## src/hdl/ewa_pkg.sv

```systemverilog
// Shared types and constants for the EMA filter with windowed average.
`timescale 1ns / 1ps

package ewa_pkg;

    localparam int TIME_W     = 32;
    localparam int INTERVAL_W = 16;
    localparam int WEIGHT_W   = 16;
    localparam int MUL_CNT_W  = 4;
    localparam int ADDR_W     = 4;
    localparam int DATA_W     = 32;

    localparam logic [INTERVAL_W-1:0] SAMPLE_IVL_RST  = 16'd20;
    localparam logic [INTERVAL_W-1:0] DISPLAY_IVL_RST = 16'd250;
    localparam logic [WEIGHT_W-1:0]   EMA_WEIGHT_RST  = 16'd9830;

    typedef enum logic [1:0] {
        REG_SAMPLE_IVL  = 2'd0,
        REG_DISPLAY_IVL = 2'd1,
        REG_EMA_WEIGHT  = 2'd2
    } reg_idx_t;

    typedef enum logic [2:0] {
        ST_IDLE,
        ST_MUL,
        ST_ACC,
        ST_LOAD,
        ST_DIV,
        ST_DONE
    } state_t;

endpackage

```

## src/hdl/ema_filter_with_windowed_average_top.sv

```systemverilog
// EMA temperature filter with a windowed average, serial multiply and divide.
//
// Input channel (in_valid / in_stall): one beat carries now_ms and a signed
// sample in 1/64 degree units. Output channel (out_valid / out_stall): one
// beat per input beat with the moving average, the latest window average and
// two flags telling whether this beat updated either of them.
// The block works on one beat at a time. After a beat is taken it runs a
// bit-serial shift-add multiplier (one weight bit a cycle) when the sample
// interval has elapsed, and a restoring divider (one quotient bit a cycle)
// when a window average is due and the window is not empty. The result
// enters the output register as the block returns to idle for the next beat.
// The output is a register: a waiting result does not hold up the next beat;
// if the receiver still stalls when the next result is ready the block waits.
// Reset clears the filter, the window and both time stamps, and loads the
// interval and weight registers with 20 ms, 250 ms and 9830.
// Configuration is written over the APB port. The user must write it only
// while the block is idle; the block itself does not enforce this.
`timescale 1ns / 1ps

module ema_filter_with_windowed_average_top
    import ewa_pkg::*;
#(
    parameter int SAMPLE_BITS = 18,
    parameter int MAX_COUNT   = 255
)(
    input  logic                          clk,
    input  logic                          rst_n,
    input  logic                          in_valid,
    output logic                          in_stall,
    input  logic [TIME_W-1:0]             now_ms,
    input  logic signed [SAMPLE_BITS-1:0] sample,
    output logic                          out_valid,
    input  logic                          out_stall,
    output logic signed [SAMPLE_BITS-1:0] filtered_temp,
    output logic signed [SAMPLE_BITS-1:0] display_temp,
    output logic                          sample_taken,
    output logic                          display_updated,
    input  logic                          psel,
    input  logic                          penable,
    input  logic                          pwrite,
    input  logic [ADDR_W-1:0]             paddr,
    input  logic [DATA_W-1:0]             pwdata,
    output logic [DATA_W-1:0]             prdata,
    output logic                          pready
);

    localparam int SB        = SAMPLE_BITS;
    localparam int CW        = $clog2(MAX_COUNT + 1);
    localparam int SUMW      = SB + CW;
    localparam int HW        = SB + 2;
    localparam int DIV_CNT_W = $clog2(SUMW);

    state_t state_reg, state_next;

    logic [INTERVAL_W-1:0] sample_ivl_reg, display_ivl_reg;
    logic [WEIGHT_W-1:0]   weight_reg;

    logic [TIME_W-1:0]   last_sample_time_reg, last_sample_time_next;
    logic [TIME_W-1:0]   last_display_time_reg, last_display_time_next;
    logic [SB-1:0]       filter_value_reg, filter_value_next;
    logic                filter_seeded_reg, filter_seeded_next;
    logic [SUMW-1:0]     window_sum_reg, window_sum_next;
    logic [CW-1:0]       window_count_reg, window_count_next;
    logic [SB-1:0]       display_value_reg, display_value_next;
    logic                sample_due_reg, sample_due_next;
    logic                disp_due_reg, disp_due_next;
    logic                shown_reg, shown_next;
    logic                out_valid_reg, out_valid_next;
    logic [MUL_CNT_W-1:0] mul_cnt_reg, mul_cnt_next;
    logic [DIV_CNT_W-1:0] div_cnt_reg, div_cnt_next;

    // datapath, no reset
    logic [SB-1:0]       f_base_reg, f_base_next;
    logic [SB:0]         diff_reg, diff_next;
    logic [HW-1:0]       prod_hi_reg, prod_hi_next;
    logic [WEIGHT_W-1:0] prod_lo_reg, prod_lo_next;
    logic [SUMW-1:0]     dvd_reg, dvd_next;
    logic [CW-1:0]       rem_reg, rem_next;
    logic [CW-1:0]       den_reg, den_next;
    logic                div_neg_reg, div_neg_next;
    logic [SB-1:0]       filtered_temp_reg, filtered_temp_next;
    logic [SB-1:0]       display_temp_reg, display_temp_next;
    logic                sample_taken_reg, sample_taken_next;
    logic                display_updated_reg, display_updated_next;

    logic                  accept;
    logic                  out_load;
    logic                  cfg_write;
    reg_idx_t              cfg_idx;
    logic [TIME_W-1:0]     elapsed_s, elapsed_d;
    logic                  s_due, d_due;
    logic [SB-1:0]         f0;
    logic [HW-1:0]         hi_sum;
    logic [SB-1:0]         f_new;
    logic [CW:0]           rem_shift, rem_trial;
    logic                  q_bit;
    logic [SUMW-1:0]       dvd_step;

    // ---------------------------------------------------------------- config

    assign pready    = 1'b1;
    assign cfg_write = psel & penable & pwrite & pready;
    assign cfg_idx   = reg_idx_t'(paddr[3:2]);

    always_comb
    begin
        case (cfg_idx)
            REG_SAMPLE_IVL:  prdata = {{(DATA_W-INTERVAL_W){1'b0}}, sample_ivl_reg};
            REG_DISPLAY_IVL: prdata = {{(DATA_W-INTERVAL_W){1'b0}}, display_ivl_reg};
            REG_EMA_WEIGHT:  prdata = {{(DATA_W-WEIGHT_W){1'b0}}, weight_reg};
            default:         prdata = '0;
        endcase
    end

    // ---------------------------------------------------------------- control

    assign in_stall = (state_reg != ST_IDLE);
    assign accept   = in_valid & ~in_stall;
    assign out_load = (state_reg == ST_DONE) & (~out_valid_reg | ~out_stall);

    assign elapsed_s = now_ms - last_sample_time_reg;
    assign elapsed_d = now_ms - last_display_time_reg;
    assign s_due = elapsed_s >= {{(TIME_W-INTERVAL_W){1'b0}}, sample_ivl_reg};
    assign d_due = elapsed_d >= {{(TIME_W-INTERVAL_W){1'b0}}, display_ivl_reg};

    // first sample seeds the filter
    assign f0 = filter_seeded_reg ? filter_value_reg : sample;

    // shift-add step: weight bits are taken from the bottom of the low half
    assign hi_sum = prod_lo_reg[0] ? (prod_hi_reg + {diff_reg[SB], diff_reg}) : prod_hi_reg;
    assign f_new  = f_base_reg + prod_hi_reg[SB-1:0];

    // restoring divide step
    assign rem_shift = {rem_reg, dvd_reg[SUMW-1]};
    assign rem_trial = rem_shift - {1'b0, den_reg};
    assign q_bit     = rem_shift >= {1'b0, den_reg};
    assign dvd_step  = {dvd_reg[SUMW-2:0], q_bit};

    always_comb
    begin
        state_next = state_reg;
        case (state_reg)
            ST_IDLE:
            begin
                if (accept)
                    state_next = s_due ? ST_MUL : ST_ACC;
            end
            ST_MUL:
            begin
                if (mul_cnt_reg == {MUL_CNT_W{1'b1}})
                    state_next = ST_ACC;
            end
            ST_ACC:
                state_next = ST_LOAD;
            ST_LOAD:
            begin
                if (disp_due_reg && window_count_reg != '0)
                    state_next = ST_DIV;
                else
                    state_next = ST_DONE;
            end
            ST_DIV:
            begin
                if (div_cnt_reg == '0)
                    state_next = ST_DONE;
            end
            ST_DONE:
            begin
                if (out_load)
                    state_next = ST_IDLE;
            end
            default:
                state_next = ST_IDLE;
        endcase
    end

    always_comb
    begin
        last_sample_time_next  = last_sample_time_reg;
        last_display_time_next = last_display_time_reg;
        filter_value_next      = filter_value_reg;
        filter_seeded_next     = filter_seeded_reg;
        window_sum_next        = window_sum_reg;
        window_count_next      = window_count_reg;
        display_value_next     = display_value_reg;
        sample_due_next        = sample_due_reg;
        disp_due_next          = disp_due_reg;
        shown_next             = shown_reg;
        mul_cnt_next           = mul_cnt_reg;
        div_cnt_next           = div_cnt_reg;
        f_base_next            = f_base_reg;
        diff_next              = diff_reg;
        prod_hi_next           = prod_hi_reg;
        prod_lo_next           = prod_lo_reg;
        dvd_next               = dvd_reg;
        rem_next               = rem_reg;
        den_next               = den_reg;
        div_neg_next           = div_neg_reg;
        filtered_temp_next     = filtered_temp_reg;
        display_temp_next      = display_temp_reg;
        sample_taken_next      = sample_taken_reg;
        display_updated_next   = display_updated_reg;
        out_valid_next         = out_valid_reg & out_stall;

        case (state_reg)
            ST_IDLE:
            begin
                if (accept)
                begin
                    sample_due_next = s_due;
                    disp_due_next   = d_due;
                    shown_next      = 1'b0;
                    f_base_next     = f0;
                    diff_next       = {sample[SB-1], sample} - {f0[SB-1], f0};
                    prod_hi_next    = '0;
                    prod_lo_next    = weight_reg;
                    mul_cnt_next    = '0;
                    if (s_due)
                    begin
                        last_sample_time_next = now_ms;
                        filter_seeded_next    = 1'b1;
                    end
                    if (d_due)
                        last_display_time_next = now_ms;
                end
            end
            ST_MUL:
            begin
                // arithmetic shift right keeps the high half a floored quotient
                prod_hi_next = {hi_sum[HW-1], hi_sum[HW-1:1]};
                prod_lo_next = {hi_sum[0], prod_lo_reg[WEIGHT_W-1:1]};
                mul_cnt_next = mul_cnt_reg + 1'b1;
            end
            ST_ACC:
            begin
                if (sample_due_reg)
                begin
                    filter_value_next = f_new;
                    if (window_count_reg < CW'(MAX_COUNT))
                    begin
                        window_sum_next   = window_sum_reg
                                          + {{(SUMW-SB){f_new[SB-1]}}, f_new};
                        window_count_next = window_count_reg + 1'b1;
                    end
                end
            end
            ST_LOAD:
            begin
                if (disp_due_reg && window_count_reg != '0)
                begin
                    div_neg_next      = window_sum_reg[SUMW-1];
                    dvd_next          = window_sum_reg[SUMW-1] ? -window_sum_reg
                                                               : window_sum_reg;
                    den_next          = window_count_reg;
                    rem_next          = '0;
                    div_cnt_next      = DIV_CNT_W'(SUMW - 1);
                    window_sum_next   = '0;
                    window_count_next = '0;
                end
            end
            ST_DIV:
            begin
                dvd_next     = dvd_step;
                rem_next     = q_bit ? rem_trial[CW-1:0] : rem_shift[CW-1:0];
                div_cnt_next = div_cnt_reg - 1'b1;
                if (div_cnt_reg == '0)
                begin
                    // sign applied to the magnitude quotient: truncation toward zero
                    display_value_next = div_neg_reg ? -dvd_step[SB-1:0] : dvd_step[SB-1:0];
                    shown_next         = 1'b1;
                end
            end
            ST_DONE:
            begin
                if (out_load)
                begin
                    filtered_temp_next   = filter_value_reg;
                    display_temp_next    = display_value_reg;
                    sample_taken_next    = sample_due_reg;
                    display_updated_next = shown_reg;
                    out_valid_next       = 1'b1;
                end
            end
            default:
            begin
                out_valid_next = out_valid_reg & out_stall;
            end
        endcase
    end

    // ---------------------------------------------------------------- registers

    always_ff @(posedge clk or negedge rst_n)
    begin
        if (!rst_n)
        begin
            state_reg             <= ST_IDLE;
            sample_ivl_reg        <= SAMPLE_IVL_RST;
            display_ivl_reg       <= DISPLAY_IVL_RST;
            weight_reg            <= EMA_WEIGHT_RST;
            last_sample_time_reg  <= '0;
            last_display_time_reg <= '0;
            filter_value_reg      <= '0;
            filter_seeded_reg     <= 1'b0;
            window_sum_reg        <= '0;
            window_count_reg      <= '0;
            display_value_reg     <= '0;
            sample_due_reg        <= 1'b0;
            disp_due_reg          <= 1'b0;
            shown_reg             <= 1'b0;
            out_valid_reg         <= 1'b0;
            mul_cnt_reg           <= '0;
            div_cnt_reg           <= '0;
        end
        else
        begin
            state_reg             <= state_next;
            last_sample_time_reg  <= last_sample_time_next;
            last_display_time_reg <= last_display_time_next;
            filter_value_reg      <= filter_value_next;
            filter_seeded_reg     <= filter_seeded_next;
            window_sum_reg        <= window_sum_next;
            window_count_reg      <= window_count_next;
            display_value_reg     <= display_value_next;
            sample_due_reg        <= sample_due_next;
            disp_due_reg          <= disp_due_next;
            shown_reg             <= shown_next;
            out_valid_reg         <= out_valid_next;
            mul_cnt_reg           <= mul_cnt_next;
            div_cnt_reg           <= div_cnt_next;
            if (cfg_write)
            begin
                case (cfg_idx)
                    REG_SAMPLE_IVL:  sample_ivl_reg  <= pwdata[INTERVAL_W-1:0];
                    REG_DISPLAY_IVL: display_ivl_reg <= pwdata[INTERVAL_W-1:0];
                    REG_EMA_WEIGHT:  weight_reg      <= pwdata[WEIGHT_W-1:0];
                    default:         ;
                endcase
            end
        end
    end

    always_ff @(posedge clk)
    begin
        f_base_reg          <= f_base_next;
        diff_reg            <= diff_next;
        prod_hi_reg         <= prod_hi_next;
        prod_lo_reg         <= prod_lo_next;
        dvd_reg             <= dvd_next;
        rem_reg             <= rem_next;
        den_reg             <= den_next;
        div_neg_reg         <= div_neg_next;
        filtered_temp_reg   <= filtered_temp_next;
        display_temp_reg    <= display_temp_next;
        sample_taken_reg    <= sample_taken_next;
        display_updated_reg <= display_updated_next;
    end

    assign out_valid       = out_valid_reg;
    assign filtered_temp   = filtered_temp_reg;
    assign display_temp    = display_temp_reg;
    assign sample_taken    = sample_taken_reg;
    assign display_updated = display_updated_reg;

    // ---------------------------------------------------------------- assertions

    a_accept_leaves_idle: assert property (@(posedge clk) disable iff (!rst_n)
        accept |=> (state_reg != ST_IDLE))
        else $error("accepted beat did not start processing");

    a_mul_length: assert property (@(posedge clk) disable iff (!rst_n)
        (state_reg == ST_MUL && mul_cnt_reg == {MUL_CNT_W{1'b1}}) |=> (state_reg == ST_ACC))
        else $error("multiplier did not finish after all weight bits");

    a_window_cleared: assert property (@(posedge clk) disable iff (!rst_n)
        (state_reg == ST_DIV) |-> (window_count_reg == '0 && window_sum_reg == '0))
        else $error("window not cleared while dividing");

    a_done_holds: assert property (@(posedge clk) disable iff (!rst_n)
        (state_reg == ST_DONE && out_valid_reg && out_stall) |=> (state_reg == ST_DONE))
        else $error("result overwrote a beat still waiting at the output");

endmodule

```

## config.mk

```make
export PLATFORM = sky130hd
export DESIGN_NAME = ema_filter_with_windowed_average_top
export DESIGN_NICKNAME = d
export VERILOG_FILES = /design/src/hdl/ewa_pkg.sv /design/src/hdl/ema_filter_with_windowed_average_top.sv
export SDC_FILE = /design/constraint.sdc
export NUM_CORES = 1
export LEC_CHECK = 0
export ABC_AREA = 1
export BUFFER_PORTS_ARGS = -buffer_cell sky130_fd_sc_hd__buf_4
export CAP_MARGIN = 15
export CORE_AREA = 2 2 291 293
export CTS_CLUSTER_DIAMETER = 60
export DETAILED_ROUTE_END_ITERATION = 8
export DIE_AREA = 0 0 293 295
export GPL_TIMING_DRIVEN = 1
export PLACE_DENSITY_LB_ADDON = 0.05
export SETUP_SLACK_MARGIN = 0.15
export SYNTH_ARGS = -nofsm -noshare
export SYNTH_HDL_FRONTEND = slang
export SYNTH_SLANG_ARGS = --single-unit
```

## constraint.sdc

```tcl
create_clock -name clk -period 5.05 [get_ports clk]
set_clock_uncertainty 0.2 [all_clocks]
set_input_delay 1.01 -clock clk [delete_from_list [all_inputs] [get_ports clk]]
set_output_delay 1.01 -clock clk [all_outputs]
set_load 0.005 [all_outputs]
```

==> Flow_metrics.wiki, run 1 <==
{| class="wikitable"
! Metric !! Value
|-
| Worst IR Drop VDD || 295 uV
|-
| Fmax || 226 MHz
|-
| Net switching fraction of the power || 0.479
|-
| Total number of vias || 21605
|-
| Critical path arrival || about 4.7 ns
|-
| Drc violations || 0
|-
| Global-route wire length before repair || 122000 um
|-
| X dimension of the die || 293 um
|-
| Worst slew pin tran || around 1.1 ns
|-
| Slack of the worst reg-to-reg path || 0.63 ns
|-
| Seq cells post-synth || 352
|-
| Vias in the first global route || 21795
|-
| Summed negative setup slack over all endpoints || 0 ns
|-
| Number of enable flip-flop cells after synthesis || 153
|-
| Relative contribution of sequential cells to total power || 0.245
|-
| Sw power || a little under 10 mW
|-
| FF-to-FF path depth || 21
|-
| Run status || complete, no violations
|-
| Worst hold slack || 0.202 ns
|-
| Number of buffers added to fix hold violations after cts || 0
|-
| Global-route total usage across every layer || 0.180
|-
| Htree depth || 2
|-
| Maximum number of pins on one net before global-route repair || 86
|-
| CTS tree || built
|-
| Slowest stage cell on the critical path || sky130_fd_sc_hd__edfxtp_1
|-
| Half-perimeter wire length after detailed placement || 61200 um
|-
| Placer's final routability congestion estimate || 0.875
|-
| Mapped cell area || around 25000 um2
|-
| Final hold violation count || 0
|-
| Library cell appearing most often on the critical path || sky130_fd_sc_hd__nand2_1
|-
| Final setup fails || 0
|-
| Initial DRC count || 1148
|-
| Initial antenna violation count || 0
|-
| Logic gate share of total power || 0.571
|-
| Total power || 20.4 mW
|-
| Count of buffering cells on the critical path with inverters included || 3
|-
| Top Family by Delay on Critical Path || simple AND/OR/NAND/NOR gates
|-
| Unrepaired setup endpoints after global routing || no
|-
| Avg WL per Cell || around 17 um
|-
| Synth Area per Inst || 7.41 um2
|-
| Async SR Flop Fraction || 0.565
|-
| Clock sinks || 352
|-
| Distinct cells, synth || 57
|-
| Worst-path cell chain || ha_1 -> inv_1 -> fa_1 -> o21ai_1 -> a21oi_1 -> o21ai_1 -> a21boi_1 -> o21ai_0 -> xor2_1 -> buf_4 -> ha_1 -> nand2_1 -> buf_4 -> nor3_1 -> nand4_1 -> nand3_1 -> nand3_1 -> nand2_1 -> nand2_1 -> nand2_1 -> o21ai_0
|-
| # placed instances || 4510
|-
| Count of mapped cells out of synthesis || 3338
|-
| Share of the cycle needed by the critical path after routing || 0.876
|-
| Leakage || 14.4 nW
|-
| Max Transition Viols Final || 0
|-
| Delay of the slowest critical-path stage || between 0.4 and 0.5 ns
|-
| Proportion of synthesized chip area in sequential cells || 0.388
|-
| TritonCTS Buffers || 52
|-
| Fraction of final layout cells sized beyond drive strength 1 || 0.0884
|-
| Yosys Warn Count || 0
|-
| WP data required || 5.35 ns
|-
| Area of the die || 86400 um2
|-
| Critical R2R Capture || window_sum_reg[25]
|-
| Area of the placeable core || 83200 um2
|-
| Vertical die dimension || approximately 300 um
|-
| Top fanout value on the critical path || 4
|-
| Internal power consumption || between 10 and 15 mW
|-
| Post-Route WL || between 70000 and 80000 um
|-
| Initial cell density of the core || 0.298
|-
| Vias per Instance || 4.69
|-
| Setup Crit Path Kind || register to register
|-
| Clock edge transition at the registers on the reported setup and hold paths || about 0.060 ns
|-
| Clk root buf || sky130_fd_sc_hd__clkbuf_16
|-
| Total number of nets in the final design || around 3800
|-
| Power density over the cells || 706 nW/um2
|-
| Number of top-level design ports || 166
|-
| Cell Count, Final, Fillers Out || between 4000 and 5000
|-
| Headroom to the max-slew limit || 0.293
|-
| Total overflow reported by the global router || 0
|-
| Count of port buffers added during placement || 130
|-
| Part of the power in the clock network || 0.183
|-
| Final critical delay including setup and external delays || 4.42 ns
|-
| Predominant post-synthesis flop cell || sky130_fd_sc_hd__dfrtp_1
|-
| Kind of launch point of the worst setup path || register
|-
| Worst min-delay path class || input pin to asynchronous set/reset pin
|-
| Clock latency reported for the late side of the worst-skew pair || 0.62 ns
|-
| Number of nets with antenna violations after routing || 0
|-
| First-pass iteration count of the detailed router || 5
|-
| Max capacitance violation total || 0
|-
| Reg-to-reg startpoint || prod_hi_reg[0]
|-
| Layout Area Growth over Synthesis || 16.5%
|-
| Floorplan row count || 106
|-
| Number of buffers on the longest clock path || 3
|-
| Type of element capturing the critical path || register
|}
power by group through the flow:
stage	clock network [mW]	logic, mW	registers, mW
2_1_floorplan	0	8.43	4.74
3_3_place_gp	0	11.7	5.03
3_5_place_dp	0	11.7	5.04
4_1_cts	3.87	11.8	5.01
5_1_grt	3.99	13.4	5.12
6_report	3.73	11.6	5.00
synthesized netlist by cell type, drive strengths merged (48+ instances only):
cell type	n	area, um2
nand2	1007	3790
inv	535	2010
o21ai	245	1230
nor2	233	895
a21oi	193	977
ha	188	2350
dfrtp	184	4600
edfxtp	153	4590
nand3	138	708
xor2	99	867
nand4	58	378
clkbuf	48	180
metrics by stage:
stage | utilization | area [um2] | setup slack (ns)
finish | 0.347 | 28800 | 0.626
global route | 0.347 | 28800 | 0.222
CTS | 0.346 | 28800 | 0.404
detailed placement | 0.325 | 27000 | 0.0652
global placement | 0.325 | 27000 | 0.119
floorplan | - | 24800 | 0.276
layout by cell type (no fill, tap or decap), types with 7 or more instances in the layout:
cell type                   Yosys  routed
sky130_fd_sc_hd__dfrtp_1      184     184
sky130_fd_sc_hd__a31oi_1       16      16
sky130_fd_sc_hd__nor2_2         8       8
sky130_fd_sc_hd__clkbuf_16      0      53
sky130_fd_sc_hd__inv_1        522     522
sky130_fd_sc_hd__nand3_1      136     136
sky130_fd_sc_hd__fa_1           7       7
sky130_fd_sc_hd__o21a_1         7       7
sky130_fd_sc_hd__o21bai_1       9       9
sky130_fd_sc_hd__o31ai_1        7       7
sky130_fd_sc_hd__a21oi_1      190     190
sky130_fd_sc_hd__o211ai_1      19      19
sky130_fd_sc_hd__inv_2         13      13
sky130_fd_sc_hd__nand2_1     1003    1003
sky130_fd_sc_hd__dfstp_2       15      15
sky130_fd_sc_hd__o21ai_0      234     231
sky130_fd_sc_hd__buf_4         17     160
sky130_fd_sc_hd__inv_6          0       7
sky130_fd_sc_hd__xor2_1        99      99
sky130_fd_sc_hd__xnor2_1       24      24
sky130_fd_sc_hd__nor2_1       225     222
sky130_fd_sc_hd__edfxtp_1     153     153
sky130_fd_sc_hd__conb_1         2      17
sky130_fd_sc_hd__nor3_1        33      32
sky130_fd_sc_hd__nor4_1         9       9
sky130_fd_sc_hd__a21o_1         7       7
sky130_fd_sc_hd__clkbuf_1      48       9
sky130_fd_sc_hd__clkinv_2       0       9
sky130_fd_sc_hd__nand4_1       57      57
sky130_fd_sc_hd__o21ai_1       11      13
sky130_fd_sc_hd__ha_1         188     188
sky130_fd_sc_hd__o22ai_1       11      11
worst reg2reg max path, delay by kind of cell, from the launching register on:
kind,cells,cell delay (ns)
buffers and inverters,3,0.39
adders and majority gates,3,1.05
and+or+nand+nor,8,1.06
DFF,1,0.48
xor gates and xnor gates,1,0.13
AOI/OAI and AO/OA,6,0.99
per-layer routing:
layer,vias up,wire (um),track usage
li1,11087,-,-
met1,10054,35900,0.236
met2,365,37400,0.315
met3,99,2460,0.0190
met4,0,1860,0.0482
met5,-,0,0
how the worst max path moves through the flow:
stage	slack, ns	cells after the start	startpoint	end
final	0.63	21	prod_hi_reg[0]	window_sum_reg[25]
after CTS	0.40	19	prod_hi_reg[0]	window_sum_reg[19]
after global placement	0.12	24	now_ms[0]	sample_due_reg
after floorplan	0.28	3	in_valid	prod_hi_reg[0]
after detailed placement	0.07	24	now_ms[0]	sample_due_reg
after global routing	0.22	23	prod_hi_reg[2]	window_sum_reg[25]
cells by family after synthesis:
kind of cell    synth area share
xor+xnor                  0.0435
mux                     0.000860
flops                      0.388
fa+ha+maj                  0.101
compound gates             0.118
other cells             0.000304
simple gates               0.249
buf+inv                   0.0998
area by class of cell:
type                            instances  area [um2]
Inverter                              540        2030
Antenna cell                            2        5.00
Clock buffer                           67        1430
Sequential cell                       352        9590
Tap cell                             1080        1350
Multi-Input combinational cell       2375       12800
Clock inverter                         31         360
Fill cell                            8807       54300
Timing Repair Buffer                  164        1280
timing repair:
action | in CTS | in global routing
setup buffers | 0 | 0
resized for setup | 0 | 2
setup endpoints to repair | 0 | 3
(Power assumes the default switching activity.)
==> run 2: changes to the inputs <==
ABC_AREA = 0   (was 1)
CORE_AREA = 2 2 281 283   (was 2 2 291 293)
DIE_AREA = 0 0 283 285   (was 0 0 293 295)
REMOVE_ABC_BUFFERS = 1   (was not set)
==> run 2 against run 1 <==
The flow now finishes with violations (setup timing). Highest routed layer unchanged. Combinational power rose by 10%. Sequential share of layout area fell by 0.19 points. Clock-buffer cell count did not move. Register-to-register slack got worse by 0.87 ns. Critical path type is now input pin to register.
==> Flow_metrics.wiki, run 2 <==
{| class="wikitable"
! Metric !! Value
|-
| Half-perimeter wire length after detailed placement || between 40000 and 50000 um
|-
| Floorplan row count || 103
|-
| Worst min-delay path class || input pin to asynchronous set/reset pin
|-
| Logic gate share of total power || 0.584
|-
| Vertical die dimension || 285 um
|-
| Async SR Flop Fraction || 0.565
|-
| Internal power consumption || between 10 and 15 mW
|-
| Clock edge transition at the registers on the reported setup and hold paths || 0.05 ns
|-
| Count of mapped cells out of synthesis || roughly 2400
|-
| Area of the die || 80700 um2
|-
| Critical R2R Capture || last_sample_time_reg[14]
|-
| Layout Area Growth over Synthesis || 25.6%
|-
| Global-route total usage across every layer || 0.164
|-
| Share of the synthesized area in the top cell type || 0.199
|-
| Sw power || ~9 mW
|-
| Final non-filler cell area || 29000 um2
|-
| Worst IR Drop VDD || 288 uV
|-
| # placed instances || 3606
|-
| Avg WL per Cell || 17.8 um
|-
| Vias per Instance || between 4 and 5
|-
| Initial cell density of the core || 0.296
|-
| Initial DRC count || approximately 770
|-
| Fmax || 186 MHz
|-
| Worst slew pin tran || 1.06 ns
|-
| Yosys Warn Count || 0
|-
| Proportion of synthesized chip area in sequential cells || 0.416
|-
| Distinct cells, synth || between 80 and 90
|-
| Kind of launch point of the worst setup path || input pin
|-
| Final hold violation count || 0
|-
| Total overflow reported by the global router || 0
|-
| Global-route wire length before repair || 105000 um
|-
| Htree depth || 2
|-
| Cell types occupying the most area after synthesis || sky130_fd_sc_hd__dfrtp_1 20%, sky130_fd_sc_hd__edfxtp_1 20%, sky130_fd_sc_hd__ha_1 10%, sky130_fd_sc_hd__nand2_1 4.2%, sky130_fd_sc_hd__o21ai_0 3.8%
|-
| Run status || finished, violations left
|-
| Unrepaired setup endpoints after global routing || yes
|-
| Most frequent standard cell in the layout excluding fill and tap cells || sky130_fd_sc_hd__buf_4
|-
| First-pass iteration count of the detailed router || 5
|-
| Maximum number of pins on one net before global-route repair || 103
|-
| Violated checks || setup timing
|-
| Total power || 21.8 mW
|-
| Predominant post-synthesis flop cell || sky130_fd_sc_hd__dfrtp_1
|-
| Critical path arrival || 5.62 ns
|-
| Drc violations || 0
|-
| Net switching fraction of the power || 0.412
|-
| Part of the power in the clock network || 0.178
|-
| Top-count cell post-synth || sky130_fd_sc_hd__nand2_1
|-
| Initial antenna violation count || 3
|-
| Top fanout value on the critical path || 5
|-
| Final critical delay including setup and external delays || 5.37 ns
|-
| Commonest cells after routing, fill and taps aside || 278 x sky130_fd_sc_hd__buf_4, 258 x sky130_fd_sc_hd__nand2_1, 187 x sky130_fd_sc_hd__inv_1, 184 x sky130_fd_sc_hd__dfrtp_1, 181 x sky130_fd_sc_hd__ha_1
|-
| Power density over the cells || roughly 750 nW/um2
|-
| Setup Crit Path Kind || input pin to register
|-
| TritonCTS Buffers || 54
|-
| DP Area || 26200 um2
|-
| Number of nets with antenna violations after routing || 0
|-
| Clock sinks || ~350
|-
| Mapped cell area || ~23000 um2
|-
| FF-to-FF path depth || 22
|-
| Seq cells post-synth || about 350
|-
| Synth Area per Inst || around 10 um2
|-
| Number of buffers added to fix hold violations after cts || 0
|-
| Final core utilization || 0.372
|-
| Max capacitance violation total || 0
|-
| Type of element capturing the critical path || register
|-
| CTS tree || built
|-
| WP data required || 5.30 ns
|-
| Vias in the first global route || between 15000 and 20000
|-
| Total number of vias || 18003
|-
| Clock latency reported for the late side of the worst-skew pair || 0.61 ns
|-
| Cell Count, Final, Fillers Out || between 3000 and 4000
|-
| Clk root buf || sky130_fd_sc_hd__clkbuf_16
|-
| Total number of nets in the final design || just under 3000
|-
| Slack of the worst reg-to-reg path || -0.24 ns
|-
| Number of buffers on the longest clock path || 3
|-
| Final setup fails || 67
|-
| Reg-to-reg startpoint || last_sample_time_reg[0]
|-
| Fraction of final layout cells sized beyond drive strength 1 || 0.224
|-
| Cell accounting for the most synthesized area || sky130_fd_sc_hd__dfrtp_1
|-
| Leakage || 13.1 nW
|-
| Share of the cycle needed by the critical path after routing || 1.06
|-
| X dimension of the die || around 280 um
|-
| Area of the placeable core || 78000 um2
|-
| Headroom to the max-slew limit || 0.291
|-
| Min setup slack post-route || -0.323 ns
|-
| Max Transition Viols Final || 0
|-
| Relative contribution of sequential cells to total power || 0.238
|-
| Number of enable flip-flop cells after synthesis || roughly 150
|-
| Placer's final routability congestion estimate || between 0.8 and 0.9
|-
| Number of top-level design ports || 166
|-
| Count of port buffers added during placement || 130
|-
| Synth cell count leaders || 261 x sky130_fd_sc_hd__nand2_1, 190 x sky130_fd_sc_hd__inv_1, 188 x sky130_fd_sc_hd__ha_1
|-
| Post-Route WL || 66500 um
|}
run 2: cell count changes in the layout (fill, tap and decap cells not counted), moves of 46 or more:
cell | previous run | this run
sky130_fd_sc_hd__nand2_1 | 1003 | 258
sky130_fd_sc_hd__inv_1 | 522 | 187
sky130_fd_sc_hd__buf_4 | 160 | 278
sky130_fd_sc_hd__nand3_1 | 136 | 42
sky130_fd_sc_hd__nor2_1 | 222 | 129
sky130_fd_sc_hd__a21oi_1 | 190 | 125
sky130_fd_sc_hd__mux2_4 | 0 | 62
sky130_fd_sc_hd__o21ai_0 | 231 | 169
sky130_fd_sc_hd__mux2i_1 | 1 | 57
sky130_fd_sc_hd__a21o_1 | 7 | 59
sky130_fd_sc_hd__mux2_2 | 1 | 53
sky130_fd_sc_hd__xnor2_1 | 24 | 70
run 2: worst max path at each step:
| stage | startpoint | endpoint | slack, ns | cells after the start |
|---|---|---|---|---|
| CTS | now_ms[0] | last_sample_time_reg[24] | -0.51 | 24 |
| finish | now_ms[0] | last_display_time_reg[29] | -0.32 | 28 |
| global placement | now_ms[0] | last_sample_time_reg[2] | -1.47 | 23 |
| detailed placement | now_ms[0] | last_sample_time_reg[3] | -1.40 | 23 |
| floorplan | now_ms[0] | last_display_time_reg[0] | -1.49 | 22 |
| global route | now_ms[0] | last_sample_time_reg[24] | -0.59 | 24 |
run 2: layout make-up:
type | count | area, um2
Multi-Input combinational cell | 1743 | 13000
Clock inverter | 32 | 403
Sequential cell | 352 | 9590
Clock buffer | 67 | 1440
Fill cell | 7852 | 49000
Tap cell | 1050 | 1310
Inverter | 192 | 723
Timing Repair Buffer | 301 | 2540
Antenna cell | 2 | 5.00
run 2: worst max-delay path, cell delays in order:
cell and delay [ns]:
sky130_fd_sc_hd__buf_8 0.10, sky130_fd_sc_hd__inv_4 0.05, sky130_fd_sc_hd__buf_4 0.11, sky130_fd_sc_hd__ha_4 0.12, sky130_fd_sc_hd__inv_2 0.03, sky130_fd_sc_hd__fa_2 0.36
sky130_fd_sc_hd__a211oi_4 0.24, sky130_fd_sc_hd__o211ai_1 0.18, sky130_fd_sc_hd__or4b_4 0.25, sky130_fd_sc_hd__nand2_2 0.05, sky130_fd_sc_hd__a21o_1 0.20, sky130_fd_sc_hd__a21oi_2 0.14
sky130_fd_sc_hd__xnor2_1 0.14, sky130_fd_sc_hd__ha_1 0.27, sky130_fd_sc_hd__and4_4 0.16, sky130_fd_sc_hd__o211ai_1 0.11, sky130_fd_sc_hd__buf_4 0.15, sky130_fd_sc_hd__buf_4 0.09
sky130_fd_sc_hd__a211oi_1 0.06, sky130_fd_sc_hd__nor4_2 0.26, sky130_fd_sc_hd__o211ai_1 0.12, sky130_fd_sc_hd__nor4_1 0.20, sky130_fd_sc_hd__nand3_1 0.17, sky130_fd_sc_hd__a211oi_4 0.32
sky130_fd_sc_hd__buf_6 0.18, sky130_fd_sc_hd__buf_6 0.10, sky130_fd_sc_hd__buf_12 0.12, sky130_fd_sc_hd__mux2_4 0.30
run 2: cells by family (layout without fill, tap and decap cells):
kind of cell | Yosys count | in the layout | synth area share
xor gates and xnor gates | 139 | 139 | 0.0527
AOI/OAI and AO/OA | 569 | 569 | 0.157
buffers and inverters | 275 | 592 | 0.0486
muxes | 173 | 173 | 0.0857
and+or+nand+nor | 650 | 650 | 0.133
other | 2 | 19 | 0.000325
DFF | 352 | 352 | 0.416
adders and majority gates | 195 | 195 | 0.108
run 2: per-layer routing:
metal / global-route usage / routed length (um) / vias up
met4: 0.0549 / 1960 / 0
met1: 0.208 / 30200 / 8684
met3: 0.0219 / 1810 / 97
li1: - / - / 8999
met5: 0 / 0 / -
met2: 0.285 / 32500 / 223
run 2: power groups by stage:
stage | clock (mW) | combinational [mW] | sequential [mW]
after floorplan | 0 | 8.09 | 4.96
after global placement | 0 | 11.4 | 5.24
after detailed placement | 0 | 11.5 | 5.25
after CTS | 4.02 | 12.4 | 5.22
after global routing | 4.14 | 14.3 | 5.34
final | 3.88 | 12.8 | 5.19
run 2: timing repair:
item,4_1_cts,5_1_grt
pin swaps,39,43
gates resized for setup,89,43
setup buffers,11,13
setup endpoints to repair,72,79
gates cloned,8,0
run 2: through the flow:
stage / hold WS [ns] / setup TNS, ns / setup slack (ns)
floorplan: 0.219 / -72.46 / -1.49
global placement: 0.236 / -90.22 / -1.47
detailed placement: 0.233 / -89.95 / -1.40
CTS: 0.137 / -30.27 / -0.506
global route: 0.168 / -35.96 / -0.595
finish: 0.142 / -18.06 / -0.323
==> run 3: changes to the inputs <==
SKIP_CTS_REPAIR_TIMING = 1   (was not set)
==> run 3 against run 2 <==
The run still ends with setup timing left. Largest cell class unchanged. Die area is the same. Critical path depth is 1 lower. Non-clock buffer count is 13 lower. Total power decreased by 1.7%. Sequential share of layout area rose by 0.29 points. Cell area fell by 0.85%.
==> Flow_metrics.wiki, run 3 (synthesized netlist as in run 2, its figures left out) <==
{| class="wikitable"
! Metric !! Value
|-
| Run status || finished, violations left
|-
| Violated checks || setup timing
|-
| TritonCTS Buffers || 54
|-
| Top Family by Delay on Critical Path || compound AO/OA/AOI/OAI gates
|-
| Commonest cells after routing, fill and taps aside || 269 x sky130_fd_sc_hd__buf_4, 257 x sky130_fd_sc_hd__nand2_1, 187 x sky130_fd_sc_hd__inv_1, 184 x sky130_fd_sc_hd__dfrtp_1, 181 x sky130_fd_sc_hd__ha_1
|-
| Worst IR Drop VDD || 293 uV
|-
| Area of the die || 80700 um2
|-
| Count of buffering cells on the critical path with inverters included || 7
|-
| Maximum number of pins on one net before global-route repair || 103
|-
| WP data required || 5.31 ns
|-
| Vias per Instance || around 4.8
|-
| Global-route wire length before repair || 103000 um
|-
| Kind of launch point of the worst setup path || input pin
|-
| Initial cell density of the core || 0.296
|-
| Final hold violation count || 0
|-
| Vias in the first global route || 18410
|-
| Avg WL per Cell || 17.8 um
|-
| Final setup fails || 69
|-
| Clock edge transition at the registers on the reported setup and hold paths || 0.06 ns
|-
| Most frequent standard cell in the layout excluding fill and tap cells || sky130_fd_sc_hd__buf_4
|-
| Filler Cell Count || 7856
|-
| Initial antenna violation count || 3
|-
| Leakage || 12.9 nW
|-
| Vertical die dimension || approximately 290 um
|-
| Fmax || 177 MHz
|-
| Top fanout value on the critical path || 8
|-
| Clock sinks || 352
|-
| Final critical delay including setup and external delays || 5.66 ns
|-
| Setup Crit Path Kind || input pin to register
|-
| First-pass iteration count of the detailed router || 5
|-
| Clock latency reported for the late side of the worst-skew pair || ~0.61 ns
|-
| Clk root buf || sky130_fd_sc_hd__clkbuf_16
|-
| Initial DRC count || 852
|-
| Half-perimeter wire length after detailed placement || 49100 um
|-
| Unrepaired setup endpoints after global routing || yes
|-
| Htree depth || 2
|-
| Headroom to the max-slew limit || 0.300
|-
| Floorplan row count || 103
|-
| Max Transition Viols Final || 0
|-
| Global-route total usage across every layer || 0.159
|-
| Total number of vias || 17930
|-
| Delay of the slowest critical-path stage || around 0.39 ns
|-
| Placer's final routability congestion estimate || 0.847
|-
| Min setup slack post-route || -0.612 ns
|-
| Summed negative setup slack over all endpoints || -31.69 ns
|-
| X dimension of the die || 283 um
|-
| Final core utilization || 0.369
|-
| Total number of nets in the final design || 2919
|-
| Slowest stage cell on the critical path || sky130_fd_sc_hd__fa_2
|-
| CTS tree || built
|-
| Fraction of final layout cells sized beyond drive strength 1 || 0.214
|-
| Worst min-delay path class || input pin to asynchronous set/reset pin
|-
| Power density over the cells || 746 nW/um2
|-
| Post-Route WL || 66300 um
|-
| Count of port buffers added during placement || 130
|-
| Total overflow reported by the global router || 0
|-
| Final non-filler cell area || around 29000 um2
|-
| Worst slew pin tran || 1.05 ns
|-
| Type of element capturing the critical path || register
|-
| Number of buffers on the longest clock path || 3
|-
| Area of the placeable core || 78000 um2
|-
| Critical path arrival || 5.92 ns
|-
| Layout Area Growth over Synthesis || 24.5%
|-
| Share of the cycle needed by the critical path after routing || 1.12
|-
| Slack of the worst reg-to-reg path || -0.39 ns
|-
| Max capacitance violation total || 0
|-
| Drc violations || 0
|-
| DP Area || 26200 um2
|-
| Number of nets with antenna violations after routing || 0
|-
| Number of top-level design ports || approximately 170
|}
[run 3: layout make-up]
| class | instances | area (um2) | share of cell area |
|---|---|---|---|
| multi-input combinational | 1743 | 12900 | 0.448 |
| sequential | 352 | 9590 | 0.334 |
| timing repair buffer | 288 | 2390 | 0.0833 |
| clock buffer | 67 | 1440 | 0.0501 |
| tap | 1050 | 1310 | 0.0457 |
| inverter | 192 | 723 | 0.0252 |
| clock inverter | 32 | 403 | 0.0140 |
| antenna | 2 | 5.00 | 0.000174 |
[run 3: final timing paths]
| path | startpoint | end | depth (start not counted) |
|---|---|---|---|
| worst max-delay path | now_ms[0] | last_display_time_reg[27] | 27 |
| worst min-delay path | rst_n | filter_value_reg[1] | 1 |
| worst max register to register | last_display_time_reg[0] | last_display_time_reg[27] | 24 |
| worst min register to register | display_value_reg[2] | display_temp[2] | 0 |
| max in group asynchronous | rst_n | last_display_time_reg[19] | 2 |
| min in group clk | display_value_reg[2] | display_temp[2] | 0 |
[run 3: report_power, final]
group / total (mW) / internal (mW) / leakage, nW / switching [mW]
registers: 5.18 / 4.40 / 3.86 / 0.777
clock network: 3.89 / 2.43 / 0.894 / 1.46
logic: 12.4 / 5.75 / 8.18 / 6.64
total: 21.5 / 12.6 / 12.9 / 8.87
[run 3: per-layer routing]
metal | share of wire | vias to the layer above | track usage | wire length (um)
li1 | - | 8973 | - | -
met1 | 0.45 | 8625 | 0.204 | 29900
met2 | 0.49 | 233 | 0.276 | 32300
met3 | 0.029 | 99 | 0.0215 | 1940
met4 | 0.031 | 0 | 0.0533 | 2080
met5 | 0 | - | 0 | 0
[run 3: per-stage QoR]
step / hold WS (ns) / power, mW / setup WS [ns] / instances
after global placement: 0.236 / 16.6 / -1.47 / 3606
final: 0.145 / 21.5 / -0.612 / 3726
after global routing: 0.168 / 23.4 / -0.832 / 3726
after detailed placement: 0.233 / 16.7 / -1.40 / 3606
after CTS: 0.137 / 20.8 / -0.763 / 3705
after floorplan: 0.219 / 13.1 / -1.49 / 2287
[run 3: worst register-to-register path, delay by kind of cell, from the launching register on]
| kind | cells | cell delay (ns) |
|---|---|---|
| AOI/OAI and AO/OA | 9 | 1.82 |
| xor gates and xnor gates | 1 | 0.14 |
| adders and majority gates | 3 | 0.81 |
| buffers and inverters | 4 | 0.49 |
| DFF | 1 | 0.39 |
| muxes | 1 | 0.31 |
| and+or+nand+nor | 6 | 1.16 |
